$ cat src/rtl/mcr_pkg.sv
// Package: shared types and constants of the midpoint circle rasterizer.
package mcr_pkg;

  localparam int PIX_BITS   = 12;
  localparam int COLOR_BITS = 24;
  localparam int GROUP_PTS  = 8;
  localparam int PT_BITS    = $clog2(GROUP_PTS);

  typedef enum logic {
    OP_START = 1'b0,
    OP_STEP  = 1'b1
  } op_t;

endpackage

$ cat src/rtl/mcr_front.sv
// Front end: accepts items, runs the midpoint iteration, issues group descriptors.
module mcr_front #(
  parameter int COORD_BITS = 10
) (
  input  logic                      clk,
  input  logic                      rst,
  input  logic                      in_valid,
  output logic                      in_ready,
  input  logic                      operation,
  input  logic [COORD_BITS-1:0]     center_x,
  input  logic [COORD_BITS-1:0]     center_y,
  input  logic [COORD_BITS-1:0]     radius,
  output logic                      push,
  output logic [4*COORD_BITS:0]     push_data,
  input  logic                      q_full
);

  localparam int DW = COORD_BITS + 3;

  logic                         active;
  logic [COORD_BITS-1:0]        offset_x;
  logic [COORD_BITS-1:0]        offset_y;
  logic signed [DW-1:0]         decision;
  logic [COORD_BITS-1:0]        stored_center_x;
  logic [COORD_BITS-1:0]        stored_center_y;

  logic                         active_next;
  logic [COORD_BITS-1:0]        offset_x_next;
  logic [COORD_BITS-1:0]        offset_y_next;
  logic signed [DW-1:0]         decision_next;
  logic [COORD_BITS-1:0]        cx_next;
  logic [COORD_BITS-1:0]        cy_next;

  logic                         accept;
  logic                         is_start;
  logic                         done;
  logic signed [DW-1:0]         x_ext;
  logic signed [DW-1:0]         y_ext;
  logic signed [DW-1:0]         r_ext;

  assign in_ready = !q_full;
  assign accept   = in_valid && in_ready;
  assign is_start = (operation == mcr_pkg::OP_START);

  assign x_ext = signed'({3'b000, offset_x});
  assign y_ext = signed'({3'b000, offset_y});
  assign r_ext = signed'({3'b000, radius});

  always_comb begin
    active_next   = active;
    offset_x_next = offset_x;
    offset_y_next = offset_y;
    decision_next = decision;
    cx_next       = stored_center_x;
    cy_next       = stored_center_y;
    if (is_start) begin
      cx_next       = center_x;
      cy_next       = center_y;
      offset_x_next = '0;
      offset_y_next = radius;
      decision_next = DW'(1) - r_ext;
    end else begin
      if (decision < 0) begin
        decision_next = decision + (x_ext <<< 1) + DW'(3);
      end else begin
        decision_next = decision + ((x_ext - y_ext) <<< 1) + DW'(5);
        offset_y_next = offset_y - COORD_BITS'(1);
      end
      offset_x_next = offset_x + COORD_BITS'(1);
    end
    done        = !(offset_x_next < offset_y_next);
    active_next = !done;
  end

  assign push      = accept && (is_start || active);
  assign push_data = {done, cx_next, cy_next, offset_x_next, offset_y_next};

  always_ff @(posedge clk) begin
    if (rst) begin
      active          <= 1'b0;
      offset_x        <= '0;
      offset_y        <= '0;
      decision        <= '0;
      stored_center_x <= '0;
      stored_center_y <= '0;
    end else if (push) begin
      active          <= active_next;
      offset_x        <= offset_x_next;
      offset_y        <= offset_y_next;
      decision        <= decision_next;
      stored_center_x <= cx_next;
      stored_center_y <= cy_next;
    end
  end

endmodule

$ cat src/rtl/mcr_queue.sv
// Two-entry descriptor queue between front and back ends.
module mcr_queue #(
  parameter int WIDTH = 41
) (
  input  logic             clk,
  input  logic             rst,
  input  logic             push,
  input  logic [WIDTH-1:0] push_data,
  output logic             full,
  input  logic             pop,
  output logic             q_valid,
  output logic [WIDTH-1:0] q_data
);

  logic [WIDTH-1:0] entry [2];
  logic             wr_ptr;
  logic             rd_ptr;
  logic [1:0]       count;

  assign full    = (count == 2'd2);
  assign q_valid = (count != 2'd0);
  assign q_data  = entry[rd_ptr];

  always_ff @(posedge clk) begin
    if (push) begin
      entry[wr_ptr] <= push_data;
    end
  end

  always_ff @(posedge clk) begin
    if (rst) begin
      wr_ptr <= 1'b0;
      rd_ptr <= 1'b0;
      count  <= 2'd0;
    end else begin
      if (push) wr_ptr <= !wr_ptr;
      if (pop)  rd_ptr <= !rd_ptr;
      case ({push, pop})
        2'b10:   count <= count + 2'd1;
        2'b01:   count <= count - 2'd1;
        default: count <= count;
      endcase
    end
  end

endmodule

$ cat src/rtl/mcr_back.sv
// Back end: expands each descriptor into eight points on a registered output.
module mcr_back #(
  parameter int COORD_BITS = 10
) (
  input  logic                              clk,
  input  logic                              rst,
  input  logic                              cfg_valid,
  input  logic [mcr_pkg::COLOR_BITS-1:0]    cfg_data,
  input  logic                              q_valid,
  input  logic [4*COORD_BITS:0]             q_data,
  output logic                              pop,
  output logic                              out_valid,
  input  logic                              out_ready,
  output logic [mcr_pkg::PIX_BITS-1:0]      pixel_x,
  output logic [mcr_pkg::PIX_BITS-1:0]      pixel_y,
  output logic [mcr_pkg::COLOR_BITS-1:0]    pixel_value,
  output logic                              last_of_group,
  output logic                              circle_done
);

  localparam int PW  = mcr_pkg::PIX_BITS;
  localparam int EXT = (COORD_BITS + 1 > PW) ? COORD_BITS + 1 : PW;

  logic [mcr_pkg::COLOR_BITS-1:0] pixel_color;
  logic                           cur_valid;
  logic [4*COORD_BITS:0]          cur;
  logic [mcr_pkg::PT_BITS-1:0]    pt;

  logic                           advance;
  logic                           last_pt;
  logic                           cur_done;
  logic [COORD_BITS-1:0]          cx, cy, ox, oy, a, b;
  logic [EXT-1:0]                 cx_e, cy_e, a_e, b_e, px, py;

  assign {cur_done, cx, cy, ox, oy} = cur;

  assign advance = cur_valid && (!out_valid || out_ready);
  assign last_pt = (pt == mcr_pkg::PT_BITS'(mcr_pkg::GROUP_PTS - 1));
  assign pop     = q_valid && (!cur_valid || (advance && last_pt));

  // pt[2] swaps x/y roles, pt[1] negates the x term, pt[0] the y term
  assign a    = pt[2] ? oy : ox;
  assign b    = pt[2] ? ox : oy;
  assign cx_e = {{(EXT-COORD_BITS){1'b0}}, cx};
  assign cy_e = {{(EXT-COORD_BITS){1'b0}}, cy};
  assign a_e  = {{(EXT-COORD_BITS){1'b0}}, a};
  assign b_e  = {{(EXT-COORD_BITS){1'b0}}, b};
  assign px   = pt[1] ? (cx_e - a_e) : (cx_e + a_e);
  assign py   = pt[0] ? (cy_e - b_e) : (cy_e + b_e);

  always_ff @(posedge clk) begin
    if (rst) begin
      pixel_color <= '0;
    end else if (cfg_valid) begin
      pixel_color <= cfg_data;
    end
  end

  always_ff @(posedge clk) begin
    if (rst) begin
      cur_valid <= 1'b0;
      pt        <= '0;
      out_valid <= 1'b0;
    end else begin
      if (pop) begin
        cur_valid <= 1'b1;
        pt        <= '0;
      end else if (advance) begin
        if (last_pt) cur_valid <= 1'b0;
        pt <= pt + mcr_pkg::PT_BITS'(1);
      end
      if (advance) begin
        out_valid <= 1'b1;
      end else if (out_ready) begin
        out_valid <= 1'b0;
      end
    end
  end

  always_ff @(posedge clk) begin
    if (pop) begin
      cur <= q_data;
    end
    if (advance) begin
      pixel_x       <= px[PW-1:0];
      pixel_y       <= py[PW-1:0];
      pixel_value   <= pixel_color;
      last_of_group <= last_pt;
      circle_done   <= last_pt && cur_done;
    end
  end

endmodule

$ cat src/rtl/midpoint_circle_rasterizer.sv
// Top level of the midpoint circle rasterizer.
// A start beat (operation 0) latches center and radius and yields the eight
// symmetric points of offset (0, radius); each step beat (operation 1) runs
// one midpoint iteration and yields eight more, the eighth flagged
// last_of_group and, on the circle's final group, circle_done. A step with
// no circle in progress is accepted and yields nothing. Points leave one
// per cycle through a registered output while work is waiting and
// out_ready is high; the front end takes an item whenever the two-entry
// descriptor queue has room, so up to two groups may wait behind the one
// being sent. The first point passes through the queue entry, the back
// end's current descriptor and the output register. pixel_color is written
// through the cfg channel, which is always ready.
module midpoint_circle_rasterizer #(
  parameter int COORD_BITS = 10
) (
  input  logic                              clk,
  input  logic                              rst,
  input  logic                              cfg_valid,
  output logic                              cfg_ready,
  input  logic [mcr_pkg::COLOR_BITS-1:0]    cfg_data,
  input  logic                              in_valid,
  output logic                              in_ready,
  input  logic                              operation,
  input  logic [COORD_BITS-1:0]             center_x,
  input  logic [COORD_BITS-1:0]             center_y,
  input  logic [COORD_BITS-1:0]             radius,
  output logic                              out_valid,
  input  logic                              out_ready,
  output logic signed [mcr_pkg::PIX_BITS-1:0] pixel_x,
  output logic signed [mcr_pkg::PIX_BITS-1:0] pixel_y,
  output logic [mcr_pkg::COLOR_BITS-1:0]    pixel_value,
  output logic                              last_of_group,
  output logic                              circle_done
);

  localparam int QW = 4 * COORD_BITS + 1;

  logic          push;
  logic [QW-1:0] push_data;
  logic          q_full;
  logic          pop;
  logic          q_valid;
  logic [QW-1:0] q_data;
  logic [mcr_pkg::PIX_BITS-1:0] px;
  logic [mcr_pkg::PIX_BITS-1:0] py;

  assign cfg_ready = 1'b1;
  assign pixel_x   = signed'(px);
  assign pixel_y   = signed'(py);

  mcr_front #(.COORD_BITS(COORD_BITS)) u_front (
    .clk       (clk),
    .rst       (rst),
    .in_valid  (in_valid),
    .in_ready  (in_ready),
    .operation (operation),
    .center_x  (center_x),
    .center_y  (center_y),
    .radius    (radius),
    .push      (push),
    .push_data (push_data),
    .q_full    (q_full)
  );

  mcr_queue #(.WIDTH(QW)) u_queue (
    .clk       (clk),
    .rst       (rst),
    .push      (push),
    .push_data (push_data),
    .full      (q_full),
    .pop       (pop),
    .q_valid   (q_valid),
    .q_data    (q_data)
  );

  mcr_back #(.COORD_BITS(COORD_BITS)) u_back (
    .clk           (clk),
    .rst           (rst),
    .cfg_valid     (cfg_valid),
    .cfg_data      (cfg_data),
    .q_valid       (q_valid),
    .q_data        (q_data),
    .pop           (pop),
    .out_valid     (out_valid),
    .out_ready     (out_ready),
    .pixel_x       (px),
    .pixel_y       (py),
    .pixel_value   (pixel_value),
    .last_of_group (last_of_group),
    .circle_done   (circle_done)
  );

endmodule
$ cat config.mk
export PLATFORM = sky130hd
export DESIGN_NAME = midpoint_circle_rasterizer
export DESIGN_NICKNAME = d
export VERILOG_FILES = /design/src/rtl/mcr_pkg.sv /design/src/rtl/mcr_front.sv /design/src/rtl/mcr_queue.sv /design/src/rtl/mcr_back.sv /design/src/rtl/midpoint_circle_rasterizer.sv
export SDC_FILE = /design/constraint.sdc
export NUM_CORES = 1
export LEC_CHECK = 0
export BUFFER_PORTS_ARGS = -buffer_cell sky130_fd_sc_hd__buf_2
export CORE_MARGIN = 5
export CORE_UTILIZATION = 61
export DETAILED_ROUTE_END_ITERATION = 16
export GPL_ROUTABILITY_DRIVEN = 0
export GPL_TIMING_DRIVEN = 0
export PLACE_DENSITY = 0.84
export SLEW_MARGIN = 20
export SYNTH_ARGS = -nofsm -noshare
export SYNTH_HDL_FRONTEND = slang
export SYNTH_SLANG_ARGS = --single-unit
$ cat constraint.sdc
create_clock -name clk -period 6 [get_ports clk]
set_input_delay 0.9 -clock clk [delete_from_list [all_inputs] [get_ports clk]]
set_output_delay 0.9 -clock clk [all_outputs]
set_load 0.005 [all_outputs]
# --- After elaboration in Yosys (flattened, before gate mapping) ---
# Memory sizes are Yosys's and may differ from the RTL's. A register that Yosys moved wholly into a read port is not among the register bits.
# Index checks and enable logic that the tools add are counted.
word_totals:
  regBits: 137
  ram_bits: 82
  in_bits: 60
  output_inout_bits: 53
  mem_count: 1
mem_list:
  columns: ["name", "words", "word_bits", "rd", "rd_ports_with_merged_regs", "wr", "line_no", "text"]
  rows:
  - ["u_queue.entry", 2, 41, 1, 1, 1, "mcr_queue.sv:15", "logic [WIDTH-1:0] entry [2];"]
classes:
  n_addsub: 15
  order_cmp: 2
  eq_ne: 4
  muxes: 19
  bitwise_logic: 1
  reduce_logical: 22
op_table:
  columns: ["operator", "n"]
  rows:
  - ["$mux W10", 7]
  - ["$sub A10 B10 Y11", 3]
  - ["$add A13 B12 Y13", 2]
  - ["$mux W13", 2]
  - ["$mux W12", 2]
  - ["$add A10 B10 Y11", 2]
  - ["$add A13 B3 Y13 const B", 1]
  - ["$add A13 B4 Y13 const B", 1]
  - ["$lt A13 B1 Y1 const B", 1]
  - ["$sub A1 B10 Y11 const A", 1]
  - ["$add A10 B1 Y10 const B", 1]
  - ["$lt A10 B10 Y1", 1]
  - ["$reduce_bool A2 Y1", 5]
  - ["$sub A10 B1 Y10 const B", 1]
  - ["$mux W1", 7]
  - ["$logic_and A1 B1 Y1", 6]
  - ["$logic_not A1 Y1", 6]
  - ["$eq A2 B2 Y1 const B", 2]
  - ["$pmux W2 S2", 1]
  - ["$add A3 B1 Y3 const B", 1]
  - ["$eq A3 B3 Y1 const B", 1]
  - ["$logic_or A1 B1 Y1", 3]
  - ["$add A2 B1 Y2 const B", 1]
  - ["$eq A2 B1 Y1 const B", 1]
  - ["4 further kinds", 4]

# --- Logic depth before layout (Yosys ltp) ---
# Gate-level depths: netlist (run 1).
depth:
  ltp_word: 8
  depth_mapped: 18
  depth_no_buf: 18

# --- Cells and area by module ---
# Synthesis (run 1) repeated with hierarchy kept, for this count alone.
hier_totals:
  cells_unflattened: 1241
  hier_area_um2: 13847.0
modules_own_cells:
  columns: ["mod", "n_inst", "cells_per_inst", "area_per_inst_um2", "seq_area_each_um2"]
  rows:
  - ["mcr_back", 1, 451, 5748.0, 3313.2]
  - ["mcr_front", 1, 638, 4932.2, 1081.0]
  - ["mcr_queue", 1, 150, 3155.5, 2562.5]
  - ["midpoint_circle_rasterizer", 1, 2, 11.3, 0.0]

# --- Worst setup path before layout (run 1) ---
# OpenSTA, ideal clock, no wires.
synth_path:
  path_type: "input-to-reg"
  start: "input port out_ready"
  end: "register u_queue.count[1]"
  setup_ps: 70
  arrival_ps: 4416
  t_required_ps: 5930
  path_slack_ps: 1514
  path_stages: 6
  n_path_buf: 0
  path_cell_list: "nand2b_1 -> nand2_1 -> a21oi_1 -> ha_1 -> or3_1 -> a21oi_1"
synth_via:
  elab_chain_cells: 7
  elab_cells_between_ends: 9
  classes_between: "2 x eq/ne; 1 x mux; 6 x reduce/logical"
synth_lines:
  columns: ["item", "line_no", "text"]
  rows:
  - ["from (decl)", "midpoint_circle_rasterizer.sv:28", "input logic out_ready,"]
  - ["$logic_or A1 B1 Y1 (*)", "mcr_back.sv:37", "assign advance = cur_valid && (!out_valid || out_ready);"]
  - ["$logic_and A1 B1 Y1 (*)", "mcr_back.sv:37", null]
  - ["$logic_and A1 B1 Y1 (*)", "mcr_back.sv:39", "assign pop = q_valid && (!cur_valid || (advance && last_pt));"]
  - ["$logic_or A1 B1 Y1 (*)", "mcr_back.sv:39", null]
  - ["$logic_and A1 B1 Y1 (*)", "mcr_back.sv:39", null]
  - ["net pop", "midpoint_circle_rasterizer.sv:41", "logic pop;"]
  - ["$eq A2 B1 Y1 or $eq A2 B2 Y1 (tied branches)", "mcr_queue.sv:38", "case ({push, pop})"]
  - ["$pmux W2 S2 or $reduce_bool A2 Y1 (tied branches)", null, null]
  - ["to (signal assigned)", "mcr_queue.sv:39", "2'b10: count <= count + 2'd1;"]
  - ["to (signal assigned)", "mcr_queue.sv:40", "2'b01: count <= count - 2'd1;"]
  - ["to (signal assigned)", "mcr_queue.sv:41", "default: count <= count;"]
  - ["to (decl)", "mcr_queue.sv:18", "logic [1:0] count;"]
# Mark *: on every way through the listed nets, which the timed path passes. The rest lies on a longest branch.
# A chain may end at the register's enable or synchronous reset.

# --- Final worst setup path (run 1) ---
layout_path:
  start: "register u_front.offset_x[0]"
  end: "register u_front.decision[10]"
layout_via:
  elab_chain_cells: 5
  elab_cells_between_ends: 7
  classes_between: "5 x add/sub; 2 x mux"
layout_lines:
  columns: ["item", "line_no", "text"]
  rows:
  - ["from (decl)", "mcr_front.sv:21", "logic [COORD_BITS-1:0] offset_x;"]
  - ["from (signal assigned)", "mcr_front.sv:88", "offset_x <= offset_x_next;"]
  - ["$sub A10 B10 Y11", "mcr_front.sv:66", "decision_next = decision + ((x_ext - y_ext) <<< 1) + DW'(5);"]
  - ["$add A13 B12 Y13", "mcr_front.sv:66", null]
  - ["$add A13 B4 Y13", "mcr_front.sv:66", null]
  - ["$mux W13 (*)", "mcr_front.sv:63", "if (decision < 0) begin"]
  - ["$mux W13 (*)", "mcr_front.sv:56", "if (is_start) begin"]
  - ["to (signal assigned)", "mcr_front.sv:90", "decision <= decision_next;"]
  - ["to (decl)", "mcr_front.sv:23", "logic signed [DW-1:0] decision;"]
# Mark *: on every way between the ends. The rest lies on a longest branch, timed or not.

==> results by group, run 1 <==
Finish
  • Layout area overhead: 13.93%
  • Final Cell Area: ~16,000 µm²
  • Layout cells sized above 1: 18.43%
  • Ant. Diodes: 0
  • Layout Nets: about 1,600

Worst setup path
  • Most frequent CP cell: ha_1
  • Arr. time, crit path: 4.64 ns
  • R2r setup slk: 1.79 ns
  • Crit-path max FO: 6
  • Sum of buffers and inverters on the critical path: 2
  • Critical Path RT: around 6.4 ns
  • Reg2reg end: u_front.decision[10]
  • Critical path depth: 17
  • End of the critical path: u_front.decision[10]
  • Worst setup path category: reg2reg
  • Crit start category: register
  • Worst path slowest cell: fa_1
  • Crit. End Element: register
  • Crit. Startpoint: u_front.offset_x[0]
  • Reg2Reg Depth: 17
  • CP peak stage delay: ~0.42 ns
  • Crit-path cells: inv_1 -> ha_1 -> inv_1 -> fa_1 -> a211o_1 -> o211a_1 -> o21a_1 -> nor2_1 -> xnor2_1 -> ha_1 -> ha_1 -> and2_1 -> a311o_1 -> nor2_2 -> mux2i_1 -> nor3_1 -> a2111oi_2
  • Critical path's top delay family: compound AO/OA/AOI/OAI gates
  • R2R Path Start: u_front.offset_x[0]

CTS
  • CTS tree: done
  • Post-CTS setup buffer count: 0
  • Inserted Clock Buffers: 27
  • Worst skew pair latency: between 0.5 and 0.6 ns
  • CTS Hold Buffers Added: 0
  • Clock sink count: between 200 and 300
  • Clk slew on worst S/H paths: about 0.060 ns
  • Resized Gates After CTS: 0
  • Root Buffer: clkbuf_16
  • CTS H-tree depth: 1
  • Clk buf depth: 3

Power
  • Leak: roughly 6.4 nW
  • Power per Cell Area: approximately 480 nW/µm²
  • Total power: about 7.6 mW
  • Worst vdd ir: 0.2364 mV

Timing
  • Pins Over Slew Limit: 0
  • Setup Skew: 0.03212 ns
  • RSZ-0062 raised after global routing: false
  • Slew HR: between 40% and 50%
  • Fin crit share: between 70% and 80%
  • Fin. Hold Viols: 0
  • Number of setup violations in the final report: 0
  • TNS Setup: 0 ns
  • Least-Margin Pin Slew: around 0.83 ns
  • Crit path time final: ~4.2 ns
  • Fmax: roughly 240 MHz
  • Fin worst setup slack: 1.788 ns

Global routing
  • Overflow left after global routing: 0
  • Tot GR Track Use: about a quarter
  • Global-route wire length before repair: 51.31 mm
  • Antenna violations before repair: 0
  • Largest net degree at the start of global routing: 38
  • Vias in the first global route: slightly below 10,000

Yosys
  • Syn_nets: 1,414
  • Register area share after synthesis: around half
  • Synth area leaders: edfxtp_1 38%, dfxtp_1 13%, ha_1 10%, mux2_2 5.1%, mux2i_1 3.9%
  • Main flop type after synthesis: edfxtp_1
  • Leading area contributor after synthesis: edfxtp_1
  • Mapped Avg Cell Area: between 10 and 15 µm²
  • Gate Count Post-Synth: 1,237
  • Synth async-reset ratio: 0%
  • Syn. warnings: 0
  • Synth cell types: 77
  • Netlist Area Pre-Place: 13,790 µm²
  • EDFF count, synth: between 150 and 200
  • Yosys top cell area share: between 30% and 40%
  • #FFs+latches synth: 260

Hold path
  • Hold crit path type: reg2reg

Run
  • Total of max-cap violations: 0

Floorplan
  • I/O pin count: 113
  • Core area: ~22,000 µm²
  • DIE AREA: between 20,000 and 30,000 µm²
  • Die X: approximately 160 µm
  • Die Ht: between 150 and 200 µm
  • Num rows: 55
  • Initial Utilization: roughly three fifths

Placed design
  • # port buffers: 109
  • Post-DP HPWL: 23.10 mm
  • Area after DPL: approximately 15,000 µm²
  • Pre-CTS setup slack: roughly 1.9 ns

Routing
  • Antenna viol nets, final: 0
  • Wire length per cell: around 19 µm
  • Vias per cell: a little under 6
  • DR vias: ~10,000
  • Drt initial violations: around 650
  • DRC: 0
  • Final WL: between 30 and 40 mm
  • DRT Pass-1 Iters: 5

Run status
  • Outcome: completed
-- cells in the final DEF, fill, tap and decap left out, types with 54 or more instances in the layout --
master | netlist | final
a21oi_1 | 83 | 82
edfxtp_1 | 173 | 173
mux2_2 | 63 | 63
inv_1 | 83 | 82
nor2_1 | 80 | 79
buf_2 | 11 | 120
nand2_1 | 118 | 118
mux2i_1 | 54 | 54
dfxtp_1 | 87 | 87
ha_1 | 110 | 110
-- metal layers --
layer  share of wire, %  vias up  global-route usage (%)
met1                 41     4719                   31.47
met4                3.1        0                   8.174
met5                  0        -                       0
met2                 50      401                   43.43
met3                6.2       70                   3.259
li1                   -     4743                       -
-- stage by stage --
stage	std cells	util, %	hold slack, ns
2_1_floorplan	1237	-	0.4076
3_5_place_dp	1635	65.97	0.4157
5_1_grt	1685	70.03	0.4395
6_report	1685	70.03	0.4283
3_3_place_gp	1631	65.49	0.4091
4_1_cts	1685	70.03	0.4302
-- where the power goes --
group | switching, mW | internal [mW] | leakage, nW | total, mW
Combinational | 1.81 | 1.32 | 3.60 | 3.13
Clock | 0.701 | 0.992 | 0.435 | 1.69
Sequential | 0.201 | 2.53 | 2.34 | 2.74
-- registers in the layout (all words and copies together), names as in the netlist, 10 cells and up --
register	count
u_front.offset_y	10
u_back.cur	41
u_back.pixel_color	24
u_back.pixel_value	24
u_front.offset_x	10
u_front.decision	13
u_back.pixel_x	12
u_front.stored_center_x	10
u_front.stored_center_y	10
u_queue.entry	82
u_back.pixel_y	12
-- cell type report --
type | count | area (µm²)
flip-flops and latches | 260 | 6937
inverters | 85 | 319.1
well taps | 285 | 356.6
clock inverters | 11 | 138.9
clock buffers | 39 | 772.0
multi-input cells | 843 | 6334
plain buffers | 49 | 220.2
fillers | 1579 | 6724
repair buffers | 113 | 633.1
-- synthesized netlist by cell type (all sizes together), types with 5 or more instances --
| cell | number |
|---|---|
| o21a | 10 |
| nand2b | 9 |
| o211ai | 10 |
| o31ai | 5 |
| a21o | 12 |
| ha | 110 |
| fa | 7 |
| a211oi | 12 |
| mux2 | 63 |
| nor2 | 81 |
| or3 | 16 |
| a21boi | 5 |
| mux2i | 54 |
| xor2 | 21 |
| a31oi | 12 |
| nand2 | 118 |
| inv | 84 |
| nor3 | 21 |
| a21oi | 87 |
| edfxtp | 173 |
| xnor2 | 37 |
| nor4 | 7 |
| dfxtp | 87 |
| nand3 | 12 |
| nand4 | 6 |
| buf | 19 |
| and2 | 10 |
| nor2b | 11 |
| o21ai | 41 |
| clkbuf | 30 |
-- cells by family (layout without fill, tap and decap cells) --
group / Yosys count / in the layout / share of synthesized area, %
compound gates: 239 / 239 / 11.34
flops: 260 / 260 / 50.30
xor+xnor: 59 / 59 / 3.847
simple gates: 310 / 310 / 10.51
other cells: 1 / 1 / 0.02719
mux: 117 / 117 / 9.065
fa+ha+maj: 117 / 117 / 11.00
buf+inv: 134 / 297 / 3.911
-- worst min-delay path by stage --
stage | from | slack, ns | cells after the start | endpoint
after floorplan | u_back.pixel_color[0] | 0.41 | 0 | u_back.pixel_value[0]
after global placement | u_back.pixel_color[9] | 0.41 | 0 | u_back.pixel_value[9]
after detailed placement | u_back.pixel_color[8] | 0.42 | 0 | u_back.pixel_value[8]
after CTS | u_back.pixel_color[8] | 0.43 | 0 | u_back.pixel_value[8]
after global routing | u_back.pixel_color[0] | 0.44 | 0 | u_back.pixel_value[0]
final | u_back.pixel_color[8] | 0.43 | 0 | u_back.pixel_value[8]
(Power assumes the default switching activity.)
==> inputs of run 2 (changes only) <==
Settings changed: ABC_AREA from default to 1, CORE_UTILIZATION 61 to 55, PLACE_DENSITY 0.84 to 0.8.
Clock period 6 ns to 3.6 ns, I/O delays scaled along.
==> run 2 against run 1 <==
  * Sequential power rose by 64%
  * Via count grew 15%
  * Final cell count up 24%
  * Hold slack got worse by 0.23 ns
  * Clock skew shrank 0.0032 ns
  * Largest power group unchanged
  * Sequential cell count unchanged
  * Synthesized area is 1.9% higher
  * Largest cell class unchanged
  * First-iteration DRC count rose by 46%
  * Critical path type unchanged
  * Clock-buffer cell count is 3 lower
  * Cell area increased by 2.8%
==> results by group, run 2 <==
Run status
  • Outcome: completed

Timing
  • Setup Skew: 0.02890 ns (-0.003213 ns)
  • Pins Over Slew Limit: 0 (unchanged)
  • Fin crit share: 94.99% (+25 points)
  • Slew HR: 50.77% (+6.5 points)
  • Hold slack: 0.2026 ns (-0.2257 ns)
  • Fin. Hold Viols: 0 (unchanged)
  • Fmax: 292.4 MHz (+23%)
  • Number of setup violations in the final report: 0 (unchanged)
  • Least-Margin Pin Slew: 0.7307 ns (-0.1028 ns)
  • TNS Setup: 0 ns (unchanged)
  • Crit path time final: 3.420 ns (-0.7921 ns)

CTS
  • Clk buf depth: 3 (unchanged)
  • Worst skew pair latency: 0.55 ns (about the same)
  • Inserted Clock Buffers: 28 (+3.7%)
  • CTS H-tree depth: 1 (unchanged)
  • CTS tree: done
  • Clock sink count: 260 (unchanged)
  • Root Buffer: clkbuf_16
  • CTS Hold Buffers Added: 0 (unchanged)
  • Clk slew on worst S/H paths: 0.06 ns (about the same)

Yosys
  • Netlist Area Pre-Place: 14,050 µm² (+1.9%)
  • Synth area leaders: edfxtp_1 37%, dfxtp_1 12%, ha_1 9.8%, nand2_1 9.2%, o21ai_0 6.0%
  • #FFs+latches synth: 260 (unchanged)
  • Leading area contributor after synthesis: edfxtp_1
  • EDFF count, synth: 173 (unchanged)
  • Xor/xnor share of the synthesized area: 2.181% (-1.7 points)
  • Syn_nets: 1,774 (+25%)
  • Synth cell types: 48 (-38%)
  • Register area share after synthesis: 49.35% (-0.95 points)
  • Mux contribution to synthesized area: 0.1424% (-8.9 points)
  • Synth Area in Compound Gates: 13.96% (+2.6 points)
  • Yosys top cell area share: 36.96% (-0.71 points)
  • Post-synthesis simple-gate area fraction: 16.08% (+5.6 points)
  • Main flop type after synthesis: edfxtp_1
  • Synth async-reset ratio: 0% (unchanged)
  • Top-count cell post-synth: nand2_1
  • Synth top cells by count: 343 x nand2_1, 203 x inv_1, 173 x edfxtp_1
  • Syn. warnings: 0 (unchanged)
  • Gate Count Post-Synth: 1,597 (+29%)
  • Dominant combinational cell family by area after synthesis: simple AND/OR/NAND/NOR gates
  • Post-Synth Adder-Cell Area: 10.79% (-0.21 points)
  • Mapped Avg Cell Area: 8.801 µm² (-21%)

Routing
  • Drt initial violations: 949 (+46%)
  • Antenna viol nets, final: 0 (unchanged)
  • DR vias: 11,457 (+15%)
  • DRC: 0 (unchanged)
  • Vias per cell: 5.474 (-7.1%)
  • Final WL: 33.68 mm (+5.9%)
  • Wire length per cell: 16.09 µm (-15%)
  • DRT Pass-1 Iters: 11 (+6)

Worst setup path
  • R2r setup slk: 0.18 ns (-1.61 ns)
  • Worst setup path category: reg2reg
  • Reg2Reg Depth: 19 (+2)
  • Most frequent CP cell: nand2_1
  • R2R Path Start: u_front.offset_x[0]
  • Crit-path cells: inv_2 -> ha_2 -> inv_1 -> fa_2 -> a31oi_1 -> xor2_1 -> inv_1 -> ha_1 -> ha_1 -> nand2_1 -> nand2_1 -> nand2_1 -> nand2_1 -> a21oi_2 -> xnor2_1 -> nand2_1 -> o21ai_0 -> nand2_1 -> a21oi_1
  • Worst path slowest cell: fa_2
  • Critical Path RT: 4.07 ns (-2.36 ns)
  • CP peak stage delay: 0.40 ns (-0.02 ns)
  • Crit-path max FO: 6 (unchanged)
  • Crit. End Element: register
  • Arr. time, crit path: 3.89 ns (-0.75 ns)
  • Crit start category: register
  • Reg2reg end: u_front.decision[8]
  • Sum of buffers and inverters on the critical path: 3 (+1)
  • Critical path's top delay family: adder cells
  • Crit. Startpoint: u_front.offset_x[0]

Power
  • Clk pwr share: 22.5% (about the same)
  • Pint: 7.812 mW (+61%)
  • Leak: 7.250 nW (+14%)
  • Worst vdd ir: 0.6123 mV (+160%)
  • Net Sw Power: 5.010 mW (+85%)
  • Sequential share of power: 35.1% (-1.1 points)
  • Total power: 12.82 mW (+70%)
  • Power per Cell Area: 793.6 nW/µm² (+65%)
  • Comb power frac: 42.4% (+1.0 points)
  • Switch share: 39.07% (+3.2 points)

Finish
  • Fillers: 1,984 (+26%)
  • Largest regs: u_queue.entry: 82 flops, u_back.cur: 41 flops
  • Final Cell Area: 16,160 µm² (+2.8%)
  • Multi-input logic area: 6132 µm² (-3.2%)
  • Ant. Diodes: 0 (unchanged)
  • Most frequent cells in the layout: 343 x nand2_1, 201 x inv_1, 173 x edfxtp_1
  • Largest Register: u_queue.entry
  • Max reg flops: 82 (unchanged)
  • Commonest non-fill, non-tap cell in the layout: nand2_1
  • Sequential Area: 6940 µm² (about the same)
  • Layout area overhead: 14.96%
  • Layout Nets: 1,918 (+23%)
  • Layout cells sized above 1: 13.33% (-5.1 points)

Global routing
  • Tot GR Track Use: 22.80% (-1.8 points)
  • Largest net degree at the start of global routing: 38 (unchanged)
  • Vias in the first global route: 10,920 (+9.8%)
  • Overflow left after global routing: 0 (unchanged)
  • Antenna violations before repair: 0 (unchanged)
  • Global-route wire length before repair: 53.67 mm (+4.6%)

Floorplan
  • DIE AREA: 28,850 µm² (+12%)
  • Initial Utilization: 55.81% (-5.7 points)
  • Core area: 25,180 µm² (+12%)
  • Num rows: 58 (+5.5%)
  • I/O pin count: 113 (unchanged)
  • Die X: 169.9 µm (+5.9%)
  • Die Ht: 169.9 µm (+5.9%)

Hold path
  • WHS Path Cells: 3 (+3)
  • Hold_sp: cfg_data[16]
  • Hold crit path type: in2reg
  • Min-Delay Endpoint: u_back.pixel_color[16]

Placed design
  • # port buffers: 109 (unchanged)
  • Post-DP HPWL: 25.70 mm (+11%)
  • Area after DPL: 15,140 µm² (+2.3%)

Run
  • Total of max-cap violations: 0 (unchanged)
==> run 2: cell types whose count changed after synthesis, sizes merged, moves of 37 or more <==
cell	delta
mux2i	-52
nand2	+227
a21oi	+39
nand3	+37
inv	+126
nor2	+52
mux2	-63
o21ai	+144
==> run 2: how the worst max path moves through the flow <==
| stage | to | cells past startpoint |
|---|---|---|
| 5_1_grt | u_front.decision[12] | 20 |
| 2_1_floorplan | u_queue.entry[0][0] | 6 |
| 6_report | u_front.decision[8] | 19 |
| 4_1_cts | u_front.decision[12] | 21 |
| 3_3_place_gp | u_queue.entry[0][3] | 6 |
| 3_5_place_dp | u_front.decision[12] | 21 |
==> run 2: layout make-up <==
type | count | area share (%)
Timing Repair Buffer | 114 | 4.058
Inverter | 210 | 4.894
Multi-Input combinational cell | 1071 | 37.95
Tap cell | 330 | 2.556
Buffer | 56 | 1.603
Sequential cell | 260 | 42.96
Clock buffer | 36 | 4.832
Clock inverter | 16 | 1.146
==> run 2: power groups by stage <==
stage          clock network [mW]  logic [mW]  registers (mW)
6_report                     2.89        5.44            4.50
5_1_grt                      3.06        6.14            4.56
4_1_cts                      2.92        5.33            4.49
3_5_place_dp                    0        5.29            4.55
3_3_place_gp                    0        5.00            4.56
2_1_floorplan                   0        3.79            4.49
==> run 2: repair_timing <==
action                     CTS  global route
gates cloned                 0             0
setup endpoints to repair    1             6
hold endpoints to repair     0             0
gates resized for setup      1            11
setup buffers                0             1
==> run 2: worst register-to-register path: cells and delay by family, from the launching register on <==
kind / cells / cell delay [ns]
adder cells (fa/ha/maj): 4 / 1.27
AO/OA/AOI/OAI: 4 / 0.60
AND/OR/NAND/NOR: 6 / 0.46
flip-flops: 1 / 0.38
XOR/XNOR: 2 / 0.35
buffers and inverters: 3 / 0.30
==> run 2: cells by family (layout without fill, tap and decap cells) <==
family	after synthesis	in the layout
DFF	260	260
buffers and inverters	266	432
xor gates and xnor gates	35	35
adders and majority gates	117	117
AOI/OAI and AO/OA	358	358
and+or+nand+nor	558	558
muxes	2	2
other	1	1
==> run 2: through the flow <==
stage | instances | worst slack, ns | utilization, %
final | 2093 | 0.1803 | 64.16
after detailed placement | 2040 | 0.03153 | 60.13
after floorplan | 1597 | 0.2716 | -
after global placement | 2036 | -0.7797 | 59.63
after CTS | 2092 | 0.01993 | 63.98
after global routing | 2093 | -0.02465 | 64.16
==> run 2: per-layer routing <==
layer  GRT usage (%)  wire (µm)
met2           40.08      16380
met4           8.610       1289
met5               0          0
met1           28.46      13610
met3           3.508       2392
==> inputs of run 3 (changes only) <==
Settings changed: CORE_UTILIZATION 55 to 61, PLACE_DENSITY 0.8 to 0.84.
Clock period 3.6 ns to 3.7 ns, I/O delays scaled along.
==> run 3 against run 2 <==
  * Die area fell by 9.3%
  * Via count rose by 1.2%
  * First-iteration DRC count rose by 24%
  * Clock power fell by 11%
  * Hold slack improved by 0.048 ns
  * Register-to-register slack improved by 0.03 ns
  * Global-route usage rose by 2.5 points
  * Cell area fell by 1.2%
==> results by group, run 3 (same netlist as run 2, synthesis figures left out) <==
Run status
  • Outcome: completed

Timing
  • Fmax: 286.9 MHz (-1.9%)
  • Fin crit share: 94.20% (-0.79 points)
  • Number of setup violations in the final report: 0 (unchanged)
  • Least-Margin Pin Slew: 0.7865 ns (+0.05585 ns)
  • Hold slack: 0.2508 ns (+0.04816 ns)
  • Pins Over Slew Limit: 0 (unchanged)
  • Fin worst setup slack: 0.2146 ns (+0.03426 ns)
  • Setup Skew: 0.02786 ns (-0.001044 ns)
  • Crit path time final: 3.485 ns (+0.06574 ns)
  • Fin. Hold Viols: 0 (unchanged)
  • Slew HR: 47.45% (-3.3 points)

CTS
  • Inserted Clock Buffers: 26 (-7.1%)
  • Worst skew pair latency: 0.55 ns (about the same)
  • CTS tree: done
  • Post-CTS setup buffer count: 0 (unchanged)
  • CTS H-tree depth: 1 (unchanged)
  • Clock sink count: 260 (unchanged)
  • Clk slew on worst S/H paths: 0.06 ns (about the same)
  • Clk buf depth: 3 (unchanged)
  • Root Buffer: clkbuf_16
  • CTS Hold Buffers Added: 0 (unchanged)
  • Resized Gates After CTS: 0 (-1)

Finish
  • Final Cell Area: 15,960 µm² (-1.2%)
  • Largest regs: u_queue.entry: 82 flops, u_back.cur: 41 flops
  • Layout area overhead: 13.58%
  • Sequential Area: 6937 µm² (about the same)
  • Layout Nets: 1,916 (-0.10%)
  • Commonest non-fill, non-tap cell in the layout: nand2_1
  • Multi-input logic area: 6101 µm² (-0.51%)
  • Most frequent cells in the layout: 343 x nand2_1, 202 x inv_1, 173 x edfxtp_1
  • Post-Route Utilization: 70.51% (+6.3 points)
  • Non-filler cells in the finished layout: 2,044 (-2.3%)
  • Largest Register: u_queue.entry
  • Layout cells sized above 1: 12.34% (-0.99 points)
  • Max reg flops: 82 (unchanged)
  • Fillers: 1,625 (-18%)
  • Ant. Diodes: 0 (unchanged)

Routing
  • Final WL: 33.87 mm (+0.56%)
  • Antenna viol nets, final: 0 (unchanged)
  • DRT Pass-1 Iters: 5 (-6)
  • Drt initial violations: 1,178 (+24%)
  • DRC: 0 (unchanged)
  • Vias per cell: 5.672 (+3.6%)
  • DR vias: 11,593 (+1.2%)
  • Wire length per cell: 16.57 µm (+3.0%)

Global routing
  • Tot GR Track Use: 25.29% (+2.5 points)
  • Largest net degree at the start of global routing: 39 (+2.6%)
  • Antenna violations before repair: 0 (unchanged)
  • Overflow left after global routing: 0 (unchanged)
  • Global-route wire length before repair: 54.26 mm (+1.1%)
  • Vias in the first global route: 11,121 (+1.8%)

Power
  • Worst vdd ir: 0.3677 mV (-40%)
  • Power per Cell Area: 767.0 nW/µm² (-3.4%)
  • Leak: 7.192 nW (-0.80%)

Hold path
  • Min-Delay Endpoint: u_back.pixel_color[17]
  • Hold_sp: cfg_data[17]
  • Hold crit path type: in2reg
  • WHS Path Cells: 3 (unchanged)

Placed design
  • Area after DPL: 15,110 µm² (-0.19%)
  • Post-DP HPWL: 25.02 mm (-2.7%)
  • Pre-CTS setup slack: 0.1491 ns (+0.1175 ns)
  • Placed cells: 1,996 (-2.2%)
  • # port buffers: 109 (unchanged)

Floorplan
  • DIE AREA: 26,180 µm² (-9.3%)
  • Core area: 22,640 µm² (-10%)
  • Initial Utilization: 62.08% (+6.3 points)
  • I/O pin count: 113 (unchanged)
  • Die Ht: 161.8 µm (-4.7%)
  • Num rows: 55 (-5.2%)
  • Die X: 161.8 µm (-4.7%)

Worst setup path
  • Crit start category: register
  • Arr. time, crit path: 3.94 ns (+0.05 ns)
  • Crit. End Element: register
  • Reg2reg end: u_front.decision[12]
  • Reg2Reg Depth: 21 (+2)
  • Crit-path max FO: 6 (unchanged)
  • Worst setup path category: reg2reg
  • Critical Path RT: 4.16 ns (+0.09 ns)
  • R2R Path Start: u_front.offset_x[0]
  • Crit. Startpoint: u_front.offset_x[0]
  • R2r setup slk: 0.21 ns (+0.03 ns)

Run
  • Total of max-cap violations: 0 (unchanged)
-- run 3: power by group --
part	internal, mW	switching [mW]
Sequential	4.05	0.333
Clock	1.47	1.11
Combinational	1.87	3.41
Total	7.39	4.86
-- run 3: per-stage QoR --
step | TNS [ns] | power [mW]
final | 0 | 12.24
after floorplan | 0 | 8.060
after detailed placement | 0 | 9.556
after CTS | 0 | 12.18
after global placement | -48.64 | 9.268
after global routing | -0.004653 | 13.10
-- run 3: worst max path at each step --
stage                                      end  slack, ns  cells past startpoint
after detailed placement  u_front.decision[12]       0.15                     21
after global routing      u_front.decision[12]     -0.005                     19
after global placement     u_queue.entry[0][6]      -0.62                      6
after CTS                 u_front.decision[12]       0.11                     21
final                     u_front.decision[12]       0.21                     21
after floorplan            u_queue.entry[0][0]       0.36                      6
-- run 3: worst max-delay path, stage by stage, from the launching register on --
cell and delay, ns:
dfxtp_1 0.36, inv_1 0.17, ha_1 0.24, inv_1 0.11, fa_2 0.40, a21oi_2 0.17, nor2_1 0.05, nor2_1 0.11
xnor2_1 0.15, ha_1 0.26, ha_1 0.37, nand2_1 0.09, nand2_1 0.08, a21oi_1 0.18, nand3_1 0.09, nand2_1 0.08
nand2_1 0.05, nand2_1 0.05, nand3_1 0.08, nand2_1 0.07, nand2_1 0.07, a21oi_1 0.16
-- run 3: routing by layer --
layer  vias to the layer above  part of all wire [%]  wire, µm  global-route usage [%]
met5                         -                     0         0                       0
met4                         0                   3.4      1159                   9.112
met3                        96                   8.1      2728                   3.552
met2                       507                    48     16180                   43.02
met1                      5360                    41     13800                   33.32
li1                       5630                     -         -                       -
-- run 3: area by class of cell --
| class | instances | area share, % |
|---|---|---|
| clock buffers | 32 | 4.280 |
| repair buffers | 114 | 4.233 |
| multi-input cells | 1071 | 38.22 |
| well taps | 285 | 2.234 |
| clock inverters | 16 | 1.003 |
| flip-flops and latches | 260 | 43.46 |
| plain buffers | 56 | 1.623 |
| inverters | 210 | 4.954 |
